--- src/hw/rtl/smtp_pkg.sv ---
package smtp_pkg;

	localparam int CFG_W     = 32;
	localparam int CFG_IDX_W = 2;
	localparam int WORD_W    = 64;
	localparam int ROOT_W    = 64;
	localparam int RAD_W     = 2 * ROOT_W;

	localparam logic [CFG_W-1:0]  CFG_RESET = 32'h0001_0000;
	// stand-in quotient for division by zero
	localparam logic [WORD_W-1:0] QUOT_CAP  = 64'h4000_0000_0000_0000;

	typedef enum logic [CFG_IDX_W-1:0] {
		REG_MAX_VELOCITY = 2'd0,
		REG_MAX_ACCEL    = 2'd1,
		REG_JERK_LIMIT   = 2'd2
	} cfg_reg_t;

	typedef enum logic [1:0] {
		CASE_CRUISE = 2'd0,
		CASE_ACCEL  = 2'd1,
		CASE_JERK   = 2'd2
	} profile_t;

endpackage

--- src/hw/rtl/smtp_div_cell.sv ---
module smtp_div_cell #(
	parameter int QW = 48
) (
	input  logic                       clk,
	input  logic [QW-1:0]              num_i,
	input  logic [smtp_pkg::CFG_W-1:0] rem_i,
	input  logic [smtp_pkg::CFG_W-1:0] den_i,
	output logic [QW-1:0]              num_o,
	output logic [smtp_pkg::CFG_W-1:0] rem_o,
	output logic [smtp_pkg::CFG_W-1:0] den_o
);
	import smtp_pkg::*;

	logic [CFG_W:0] trial;
	logic [CFG_W:0] diff;
	logic           ge;

	always_comb begin
		trial = {rem_i, num_i[QW-1]};
		diff  = trial - {1'b0, den_i};
		ge    = trial >= {1'b0, den_i};
	end

	// numerator bits leave at the top, quotient bits enter at the bottom
	always_ff @(posedge clk) begin
		num_o <= {num_i[QW-2:0], ge};
		rem_o <= ge ? diff[CFG_W-1:0] : trial[CFG_W-1:0];
		den_o <= den_i;
	end

endmodule

--- config.mk ---
export PLATFORM = sky130hd
export DESIGN_NAME = smtp_div_cell
export DESIGN_NICKNAME = d
export VERILOG_FILES = /design/src/hw/rtl/smtp_pkg.sv /design/src/hw/rtl/smtp_div_cell.sv
export SDC_FILE = /design/constraint.sdc
export NUM_CORES = 1
export LEC_CHECK = 0
export BUFFER_PORTS_ARGS = -buffer_cell sky130_fd_sc_hd__clkbuf_2
export CORE_MARGIN = 1
export CORE_UTILIZATION = 41
export CTS_BUF_LIST = sky130_fd_sc_hd__clkbuf_16
export CTS_CLUSTER_SIZE = 40
export DETAILED_ROUTE_END_ITERATION = 10
export PLACE_DENSITY_LB_ADDON = 0.2
export SYNTH_ARGS = -nofsm -noshare
export SYNTH_HDL_FRONTEND = slang
export SYNTH_SLANG_ARGS = --single-unit
--- constraint.sdc ---
create_clock -name clk -period 2.25 [get_ports clk]
set_clock_uncertainty 0.1 [all_clocks]
set_input_delay 0 -clock clk [delete_from_list [all_inputs] [get_ports clk]]
set_output_delay 0 -clock clk [all_outputs]
set_load 0.01 [all_outputs]
==> results_dict.tcl <==
set metrics [dict create \
    slowest_delay_ps 390 \
    synth-simple-area-share_pct 11.45 \
    worstSetupStartpointType "primary input" \
    ff_latch_area_um2 2242 \
    htree_levels 3 \
    worstHoldStart "rem_i[14]" \
    drt-initial-drc-count 179 \
    synth_top_family_by_area "compound AO/OA/AOI/OAI gates" \
    synth_warnings 0 \
    synth_ff_type "dfxtp_1" \
    syn_inst 471 \
    numPortBuffers 224 \
    min_delay_path_depth 4 \
    coreArea_um2 10840 \
    cp.arrival_ps 2310 \
    max_freq_mhz 460.7 \
    cts-root-buf "clkbuf_16" \
    p_leak_uw 0.004046 \
    routed_wl_um 15260 \
    grt_pass1_wl_um 23160 \
    combPwrFrac_pct 29.0 \
    via_per_inst 4.716 \
    track_usage_pct 26.12 \
    synth.area.top_cells "dfxtp_1 (49%), ha_1 (8.8%), a21oi_1 (5.9%)" \
    synth.most_common_cell "dfxtp_1" \
    endpoint_kind "register" \
    fin_total_pwr_uw 5485 \
    vias 4881 \
    intPower_uw 3910 \
    antenna_found_initial 1 \
    fin_crit_ps 2171 \
    synth_top_area_share_pct 49.07 \
    final_hold_viol_count 0 \
    overflow 0 \
    nFillCells 789 \
    worst_pin_slew_ps 378.9 \
    syn_to_final_growth_pct 75.08 \
    fin_util_pct 73.80 \
    yosysSeqAreaShare_pct 49.07 \
    synth_compound_area_share_pct 16.02 \
    p_sw_uw 1575 \
    tritoncts "built" \
    hold_path.class "primary input to register" \
    power_density_nw_per_um2 685.6 \
    start_util_pct 42.15 \
    setup_violations 0 \
    synth_adder_area_share_pct 9.200 \
    synth_common_cells "dfxtp_1 (112), a21oi_1 (54), inv_1 (46), nor2_1 (37), ha_1 (32)" \
    final_nets 1035 \
    async_flop_share_pct 0 \
    crit_path_cell_trace "clkbuf_2, inv_4, ha_4, a21o_1, o21a_1, a311oi_2, o21ai_2, or3b_1, o21a_4, buf_12, buf_4, nor2_1, a21oi_1" \
    place_congestion 0.8383 \
    yosysTopAreaCell "dfxtp_1" \
    finalCritPeriodShare_pct 96.47 \
    crit_slowest_cell "or3b_1" \
    syn_nets 617 \
    cts_buffers 9 \
    grt_max_degree 22 \
    synth_area_um2 4569 \
    p_seq_share_pct 41.2 \
    drc 0 \
    die_y_um 107.6 \
    post_drt_wl_per_cell_um 14.75 \
    pin_count 225 \
    synth-edff-count 0 \
    die_w_um 107.6 \
    grt_pass1_vias 5041 \
    slew_headroom_pct 74.08 \
    critical_path_class "primary input to register" \
    swShare_pct 28.72 \
    clk_path_buf_depth 2 \
    ir_drop_v 0.0004587 \
    dp_hpwl_um 10140 \
    slew_violations 0 \
    ys_ff_latch 112 \
    yosysUniqueCellTypes 49 \
    critPathRequiredTime_ps 2390 \
    clk_pin_slew_ps 70 \
    antenna_left 0 \
    clock-sinks 112 \
    status "finished clean" \
    clock_power_share_pct 29.8 \
    synth_xor_area_share_pct 4.984 \
    layout-drive-gt1-share_pct 40.38 \
    avgSynthCellArea_um2 9.701 \
    multi_input_area_um2 2166 \
    maxCapViolCount 0 \
    fp-row-count 38 \
    min_to "rem_o[15]" \
    firstDrtPassIters 4 \
    crit_fanout 18 \
    die-area_um2 11570 \
    muxShareOfSynthArea_pct 3.067 \
]
-- placed cells by master, fill, tap and decap left out, types with 3 or more instances in the layout --
cell type / count
mux2_4: 8
o21ai_0: 17
o21bai_1: 5
clkbuf_2: 224
o31ai_1: 7
o21a_1: 5
nand4_1: 8
inv_1: 44
a21oi_2: 4
a2111oi_2: 3
buf_4: 85
ha_1: 28
nand2_1: 24
nand3_1: 8
dlygate4sd3_1: 113
xor2_1: 10
clkbuf_16: 9
ha_4: 4
xnor2_1: 16
nor2_1: 37
nand2b_1: 7
and2_1: 3
o21ai_1: 3
a211oi_1: 3
a21oi_1: 50
a21o_1: 8
dfxtp_1: 112
-- state kept, by name (all words and copies together) (netlist names) --
signal  cells
den_o      32
num_o      48
rem_o      32
-- what timing repair did --
action	4_1_cts	5_1_grt
endpoints found under the hold margin	111	2
pin swaps	1	4
gates resized for setup	1	12
setup buffers	0	0
setup endpoints to repair	2	24
hold buffers	110	3
-- final cells by class --
| class | instances | area share (%) |
|---|---|---|
| clock buffers | 9 | 2.815 |
| flip-flops and latches | 112 | 28.03 |
| inverters | 46 | 2.190 |
| well taps | 140 | 2.190 |
| diodes | 1 | 0.03128 |
| repair buffers | 424 | 36.63 |
| clock inverters | 7 | 1.048 |
| multi-input cells | 296 | 27.07 |
-- worst max-delay path: cells and delay by family --
kind / cells / cell delay, ps
and+or+nand+nor: 2 / 510
buffers and inverters: 4 / 460
adders and majority gates: 1 / 250
AOI/OAI and AO/OA: 6 / 1080
-- metal layers --
layer / share of wire (%) / global-route usage, %
met1: 39 / 27.57
met4: 4.2 / 14.19
met5: 0 / 0
met2: 51 / 47.48
met3: 5.8 / 6.235
-- cells by family (layout without fill, tap and decap cells) --
| group | after synthesis | in the layout |
|---|---|---|
| buffers and inverters | 63 | 486 |
| multiplexers | 10 | 10 |
| flip-flops | 112 | 112 |
| adder cells (fa/ha/maj) | 33 | 33 |
| AND/OR/NAND/NOR | 107 | 107 |
| XOR/XNOR | 26 | 26 |
| AO/OA/AOI/OAI | 120 | 120 |
| other | 0 | 1 |
-- metrics by stage --
stage | cells | setup TNS [ps] | hold WS, ps | instance area [µm²] | setup WS (ps)
final | 1035 | 0 | 110.1 | 8000 | 79.40
after CTS | 1031 | 0 | -348.9 | 7914 | 23.32
after floorplan | 471 | 0 | -72.28 | 4652 | 1.368
after global placement | 905 | -6262 | 3.463 | 6500 | -376.9
after global routing | 1035 | -74.50 | 150.6 | 8000 | -28.76
after detailed placement | 905 | -6853 | 3.960 | 6500 | -387.5
-- power by group through the flow --
stage	logic (µW)	clock network (µW)	registers, µW
after floorplan	635	0	2400
after global placement	1370	0	2290
after detailed placement	1390	0	2300
after CTS	1550	1670	2250
after global routing	1730	1750	2270
final	1590	1630	2260
-- how the worst max path moves through the flow --
| stage | slack (ps) | cells past startpoint | startpoint | endpoint |
|---|---|---|---|---|
| 2_1_floorplan | 1 | 11 | den_i[23] | rem_o[14] |
| 3_3_place_gp | -380 | 13 | num_i[47] | rem_o[30] |
| 3_5_place_dp | -390 | 13 | num_i[47] | rem_o[30] |
| 4_1_cts | 20 | 13 | num_i[47] | rem_o[30] |
| 5_1_grt | -30 | 14 | den_i[3] | rem_o[21] |
| 6_report | 80 | 13 | den_i[23] | rem_o[1] |
(Power assumes the default switching activity.)
