<file path="src/hw/rtl/smtp_pkg.sv">
package smtp_pkg;

	localparam int CFG_W     = 32;
	localparam int CFG_IDX_W = 2;
	localparam int WORD_W    = 64;
	localparam int ROOT_W    = 64;
	localparam int RAD_W     = 2 * ROOT_W;

	localparam logic [CFG_W-1:0]  CFG_RESET = 32'h0001_0000;
	// stand-in quotient for division by zero
	localparam logic [WORD_W-1:0] QUOT_CAP  = 64'h4000_0000_0000_0000;

	typedef enum logic [CFG_IDX_W-1:0] {
		REG_MAX_VELOCITY = 2'd0,
		REG_MAX_ACCEL    = 2'd1,
		REG_JERK_LIMIT   = 2'd2
	} cfg_reg_t;

	typedef enum logic [1:0] {
		CASE_CRUISE = 2'd0,
		CASE_ACCEL  = 2'd1,
		CASE_JERK   = 2'd2
	} profile_t;

endpackage

</file>
<file path="src/hw/rtl/smtp_sqrt_cell.sv">
module smtp_sqrt_cell (
	input  logic                          clk,
	input  logic [smtp_pkg::RAD_W-1:0]    rad_i,
	input  logic [smtp_pkg::ROOT_W+1:0]   rem_i,
	input  logic [smtp_pkg::ROOT_W-1:0]   root_i,
	output logic [smtp_pkg::RAD_W-1:0]    rad_o,
	output logic [smtp_pkg::ROOT_W+1:0]   rem_o,
	output logic [smtp_pkg::ROOT_W-1:0]   root_o
);
	import smtp_pkg::*;

	logic [ROOT_W+1:0] cur;
	logic [ROOT_W+1:0] trial;
	logic              ge;

	always_comb begin
		cur   = {rem_i[ROOT_W-1:0], rad_i[RAD_W-1 -: 2]};
		trial = {root_i, 2'b01};
		ge    = cur >= trial;
	end

	always_ff @(posedge clk) begin
		rad_o  <= rad_i << 2;
		rem_o  <= ge ? cur - trial : cur;
		root_o <= {root_i[ROOT_W-2:0], ge};
	end

endmodule

</file>
<file path="config.mk">
export PLATFORM = sky130hd
export DESIGN_NAME = smtp_sqrt_cell
export DESIGN_NICKNAME = d
export VERILOG_FILES = /design/src/hw/rtl/smtp_pkg.sv /design/src/hw/rtl/smtp_sqrt_cell.sv
export SDC_FILE = /design/constraint.sdc
export NUM_CORES = 1
export LEC_CHECK = 0
export ABC_AREA = 0
export BUFFER_PORTS_ARGS = -buffer_cell sky130_fd_sc_hd__clkbuf_2
export CAP_MARGIN = 10
export CORE_AREA = 5 5 199 201
export CTS_CLUSTER_SIZE = 20
export DETAILED_ROUTE_END_ITERATION = 10
export DIE_AREA = 0 0 204 206
export GPL_TIMING_DRIVEN = 1
export PLACE_DENSITY_LB_ADDON = 0.1
export SYNTH_ARGS = -nofsm -noshare
export SYNTH_HDL_FRONTEND = slang
export SYNTH_SLANG_ARGS = --single-unit
</file>
<file path="constraint.sdc">
create_clock -name clk -period 4.95 [get_ports clk]
set_input_delay 0.2475 -clock clk [delete_from_list [all_inputs] [get_ports clk]]
set_output_delay 0.2475 -clock clk [all_outputs]
set_load 0.01 [all_outputs]
</file>
==> results of run 1 <==
## cells in the mapped netlist, drive strengths merged (6+ instances only)
| library cell | number | area [um^2] |
|---|---|---|
| a211oi | 7 | 52.6 |
| dfxtp | 256 | 5120 |
| xnor2 | 37 | 324 |
| nor2 | 99 | 372 |
| clkbuf | 19 | 73.8 |
| inv | 84 | 315 |
| ha | 66 | 826 |
| mux2 | 9 | 101 |
| xor2 | 25 | 219 |
| nand2 | 62 | 233 |
| nand3 | 15 | 75.1 |
| nand4 | 27 | 169 |
| o211ai | 6 | 45.0 |
| o21ai | 42 | 210 |
| a31oi | 7 | 58.8 |
| o21a | 10 | 75.1 |
| nor3 | 11 | 55.1 |
| a21oi | 135 | 676 |
| o21bai | 11 | 82.6 |
| buf | 30 | 165 |
| a21o | 39 | 293 |
## critical path, stage by stage
cell and delay [ns]:
dlygate4sd3_1 0.54, clkbuf_2 0.12, ha_1 0.38, nand2b_1 0.10, a211oi_1 0.37, o21ai_0 0.17
nand3_1 0.23, o41ai_2 0.10, buf_4 0.19, o31ai_4 0.44, a31oi_4 0.19, o31ai_4 0.24
buf_12 0.47, mux2_2 0.39
## timing repair
action                    4_1_cts  5_1_grt
hold endpoints to repair      255        0
gates resized for setup         0        0
hold buffers                  255        0
## where the power goes
part	switching, mW	internal [mW]
clock	0.884	1.33
sequential	0.0477	2.25
combinational	0.724	0.596
## routing by layer
layer  GRT usage (%)  part of all wire, %  vias to the layer above  routed length (um)
met5               0                    0                        -                   0
met4            5.22                  2.7                        0                1080
met3            4.25                  6.9                       61                2760
met2            33.6                   51                      332               20600
met1            20.7                   39                     4720               15900
li1                -                    -                     5177                   -
## state kept, by name, indices dropped and copies added, names as in the netlist
| signal | flops |
|---|---|
| rem_o | 66 |
| rad_o | 126 |
| root_o | 64 |
## through the flow
step	instances	power, mW	area (um^2)	utilization (%)	setup slack, ns
final	2355	5.83	16700	44.5	1.14
after CTS	2353	5.94	16700	44.5	1.21
after global placement	2045	3.50	13100	35.0	1.19
after floorplan	1068	3.00	10100	-	2.20
after detailed placement	2045	3.50	13100	35.0	1.18
after global routing	2355	6.15	16700	44.5	0.917
## worst min path at each step
stage | from | endpoint | slack (ns) | depth (start not counted)
2_1_floorplan | rad_i[98] | rad_o[100] | 0.28 | 0
3_3_place_gp | rad_i[122] | rad_o[124] | 0.35 | 1
3_5_place_dp | rad_i[1] | rad_o[3] | 0.35 | 1
4_1_cts | root_i[63] | rem_o[65] | 0.27 | 5
5_1_grt | rad_i[73] | rad_o[75] | 0.31 | 2
6_report | root_i[63] | rem_o[65] | 0.30 | 5
## cell families (layout without fill, tap and decap cells)
kind of cell,Yosys count,count (layout)
other cells,1,4
buf+inv,133,907
fa+ha+maj,66,66
flops,256,256
simple gates,245,245
compound gates,294,294
xor+xnor,62,62
mux,10,10
## area by class of cell
class,instances,share of cell area (%)
inverters,84,1.89
clock buffers,37,4.96
repair buffers,770,30.9
flip-flops and latches,256,30.8
well taps,511,3.84
diodes,2,0.0300
multi-input cells,679,26.6
clock inverters,16,1.04
==> run summary, run 1 <==
Outcome = complete, no violations
Simple-gate share of the synthesized area = 11.0%
RSZ-0062 raised after global routing = no
Max FO, Critical Path = 124
Rel. slew slack = 50.4%
CTS buffer count = 29
CTS max path bufs = 3
Wire length per cell = 17.1 um
Setup bufs post-CTS = 0
Max IR drop VDD = 0.000255 V
Final Slew Violations = 0
Mapped Area = 10100 um^2
Global route overflow = 0
TNS Setup = 0 ns
Final-layout fill cell count = 3665
TritonRoute pass-1 iters = 5
Hold Vio Cnt, Final = 0
Clock Sink Count = 256
HP Class = primary input to flop
Post-synth EDFFs = 0
Yosys cell types = 59
Largest net degree at the start of global routing = 125
Setup CP Type = primary input to flop
TritonCTS clock tree = built
Nets = 2145
Fin Hold WS = 0.298 ns
Remaining routing DRC violations = 0
Post-synthesis xor/xnor area fraction = 5.38%
CTS clk-pin slew, worst paths = 0.06 ns
Final Critical Period = 3.81 ns
LEAKAGE = 8.20 nW
Via density = 4.37
IO Pins = 517
Post-route ant nets = 0
H-tree Lvls = 1
Global-route wire length before repair = 61300 um
Fmax = 262 MHz
CP Capture Type = flop
Synth Area in Adders = 8.18%
Endpoints failing setup = 0
Maxcap violations = 0
Post-Synthesis Cells = 1067
FF/Latch Area = 5120 um^2
Routed wire length = 40300 um
Async S/R FF share, synth = 0%
Beginning of the critical path = rem_i[0]
Root Buffer = clkbuf_16
HPWL after DPL = 31200 um
Largest family of logic cells by synthesized area = compound AO/OA/AOI/OAI gates
Worst Path Required = 5.38 ns
Pwr Density = 350 nW/um^2
YS warnings = 0
Compound-cell area share of the yosys netlist = 18.1%
Core region area = 37400 um^2
Area Overhead vs Synth = 64.9%
Die Span X = 204 um
CP endpoint = rem_o[27]
#FFs+latches synth = 256
DR vias = 10300
Buffers on Ports = 512
Nature of the critical path startpoint = primary input
Antenna violations before repair = 2
Die height = 206 um
Initial Util = 27.0%
Commonest non-fill, non-tap cells in the layout = 512 x clkbuf_2, 256 x dfxtp_1, 255 x dlygate4sd3_1
Syn avg cell area = 9.47 um^2
Mux cell area share after synthesis = 1.10%
Sequential share of the synthesized area = 50.7%
DRT iter0 DRCs = 330
Actual slew at the worst max-slew pin = 0.738 ns
RePlAce Congestion = 0.810
Fin crit share = 77.0%
Top_reg_cell synth = dfxtp_1
Worst Path Arrival = 4.24 ns
Area of the multi-input gates = 4430 um^2
Row cnt = 71
GRT Total Usage = 18.1%
Vias in the first global route = 10900
Commonest non-fill, non-tap cell in the layout = clkbuf_2
Die area = 42000 um^2
Layout cell share with drive strength beyond 1 = 31.4%
Power figures use the tool's default switching activity.
==> run 2: changes to the inputs <==
Settings changed: CORE_AREA 5 5 199 201 to 5 5 200 202, DIE_AREA 0 0 204 206 to 0 0 205 207.
Clock period 4.95 ns to 3.9 ns, I/O delays scaled along.
==> run 2 against run 1 <==
  * Utilization is 0.44 points lower
  * Largest cell class unchanged
  * Count of clock-buffer cells in the layout increased by 1
  * Combinational power grew 30%
  * Critical path depth is 1 lower
  * Global-route usage up 0.13 points
  * Highest routed layer unchanged
  * Wire length grew 0.96%
==> run summary, run 2 (same netlist as run 1, synthesis figures left out) <==
CTS buffer count = 29 (unchanged)
Finished Cell Area = 16800 um^2 (+0.88%)
Setup bufs post-CTS = 0 (unchanged)
TNS Setup = 0 ns (unchanged)
Hold Vio Cnt, Final = 0 (unchanged)
Area Overhead vs Synth = 66.4%
Layout cell share with drive strength beyond 1 = 32.0% (+0.55 points)
RSZ-0062 raised after global routing = no
Core region area = 38100 um^2 (+1.9%)
Actual slew at the worst max-slew pin = 0.700 ns (-0.0383 ns)
Hold Startpoint = root_i[63]
Die Span X = 205 um (+0.49%)
DRT iter0 DRCs = 322 (-2.4%)
Global-route wire length before repair = 62300 um (+1.6%)
Routed wire length = 40700 um (+0.96%)
Fmax = 285 MHz
Die height = 207 um (+0.49%)
Final Critical Period = 3.51 ns
Share of the core filled with cells = 44.1% (-0.44 points)
Setup CP Type = primary input to flop
Vias in the first global route = 11000 (+1.0%)
GRT Total Usage = 18.2% (+0.13 points)
CTS clk-pin slew, worst paths = 0.06 ns (about the same)
H-tree Lvls = 1 (unchanged)
TritonRoute pass-1 iters = 4 (-1)
Global route overflow = 0 (unchanged)
Beginning of the critical path = root_i[39]
Remaining routing DRC violations = 0 (unchanged)
Largest reg by FF count = rad_o
Rel. slew slack = 52.9% (+2.6 points)
Via density = 4.36 (-0.16%)
Wire length per cell = 17.1 um (about the same)
Post-route ant nets = 0 (unchanged)
Commonest non-fill, non-tap cell in the layout = clkbuf_2
HP Class = primary input to flop
Max FO, Critical Path = 13 (-90%)
Largest net degree at the start of global routing = 40 (-68%)
HPWL after DPL = 31800 um (+1.8%)
Post-Place Cell Area = 13200 um^2 (+1.1%)
DR vias = 10400 (+0.73%)
Worst Path Required = 4.35 ns (-1.03 ns)
Row cnt = 72 (+1.4%)
Max reg flops = 126 (unchanged)
Pwr Density = 443 nW/um^2 (+26%)
Outcome = complete, no violations
IO Pins = 517 (unchanged)
CP Capture Type = flop
TritonCTS clock tree = built
Die area = 42400 um^2 (+0.98%)
Nets = 2161 (+0.75%)
Antenna violations before repair = 1 (-1)
Nature of the critical path startpoint = primary input
LEAKAGE = 8.28 nW (+0.97%)
Worst Path Arrival = 3.96 ns (-0.28 ns)
Endpoints failing setup = 0 (unchanged)
RePlAce Congestion = 0.807 (-0.35%)
Largest regs = rad_o (126), rem_o (66), root_o (64)
Maxcap violations = 0 (unchanged)
Root Buffer = clkbuf_16
Buffers on Ports = 512 (unchanged)
Initial Util = 26.5% (-0.50 points)
Final Slew Violations = 0 (unchanged)
Commonest non-fill, non-tap cells in the layout = 512 x clkbuf_2, 256 x dfxtp_1, 255 x dlygate4sd3_1
CTS max path bufs = 3 (unchanged)
Max IR drop VDD = 0.000311 V (+22%)
Clock Sink Count = 256 (unchanged)
Fin crit share = 90.0%
[run 2: cell count changes in the layout (fill, tap and decap cells not counted)]
cell      change
buf_4        +15
clkinv_2      -3
clkinv_4      +1
diode_2       -1
buf_12        +1
clkbuf_8      +1
[run 2: routing by layer]
metal	global-route usage, %	wire length (um)	up-vias
met5	0	0	-
met4	5.31	1160	0
met3	4.32	2900	76
met2	33.7	20800	341
met1	20.7	15800	4746
li1	-	-	5202
[run 2: worst paths after layout]
kind / end / slack (ns) / depth (start not counted)
max: rem_o[27] / 0.39 / 13
min: rem_o[65] / 0.25 / 5
[run 2: what timing repair did]
item | CTS | global route
gates resized for setup | 0 | 0
hold endpoints to repair | 255 | 0
hold buffers | 255 | 0
[run 2: stage by stage]
step	cells	hold WS [ns]	power (mW)	setup WS (ns)
floorplan	1068	0.223	3.81	1.21
global placement	2068	0.298	4.47	0.288
detailed placement	2068	0.299	4.47	0.327
CTS	2375	0.209	7.57	0.319
global route	2376	0.265	7.84	0.103
finish	2376	0.248	7.44	0.390
[run 2: final cells by class]
cell class / instances / area [um^2]
multi-input cells: 679 / 4430
clock inverters: 14 / 166
fillers: 3751 / 21300
inverters: 84 / 315
repair buffers: 786 / 5280
flip-flops and latches: 256 / 5120
well taps: 518 / 648
diodes: 1 / 2.50
clock buffers: 38 / 840
[run 2: worst max-delay path, cell delays in order]
cell,delay [ns]
dlygate4sd3_1,0.57
clkbuf_2,0.13
inv_1,0.04
ha_1,0.43
nand4_1,0.15
nor2_1,0.29
nand4_1,0.25
or2_0,0.32
o31ai_4,0.37
a31oi_4,0.18
o31ai_4,0.35
buf_4,0.30
mux2_2,0.35
[run 2: report_power, final]
group | total (mW) | switching (mW) | internal [mW]
logic | 1.71 | 0.926 | 0.780
clock network | 2.82 | 1.11 | 1.71
registers | 2.91 | 0.0628 | 2.85
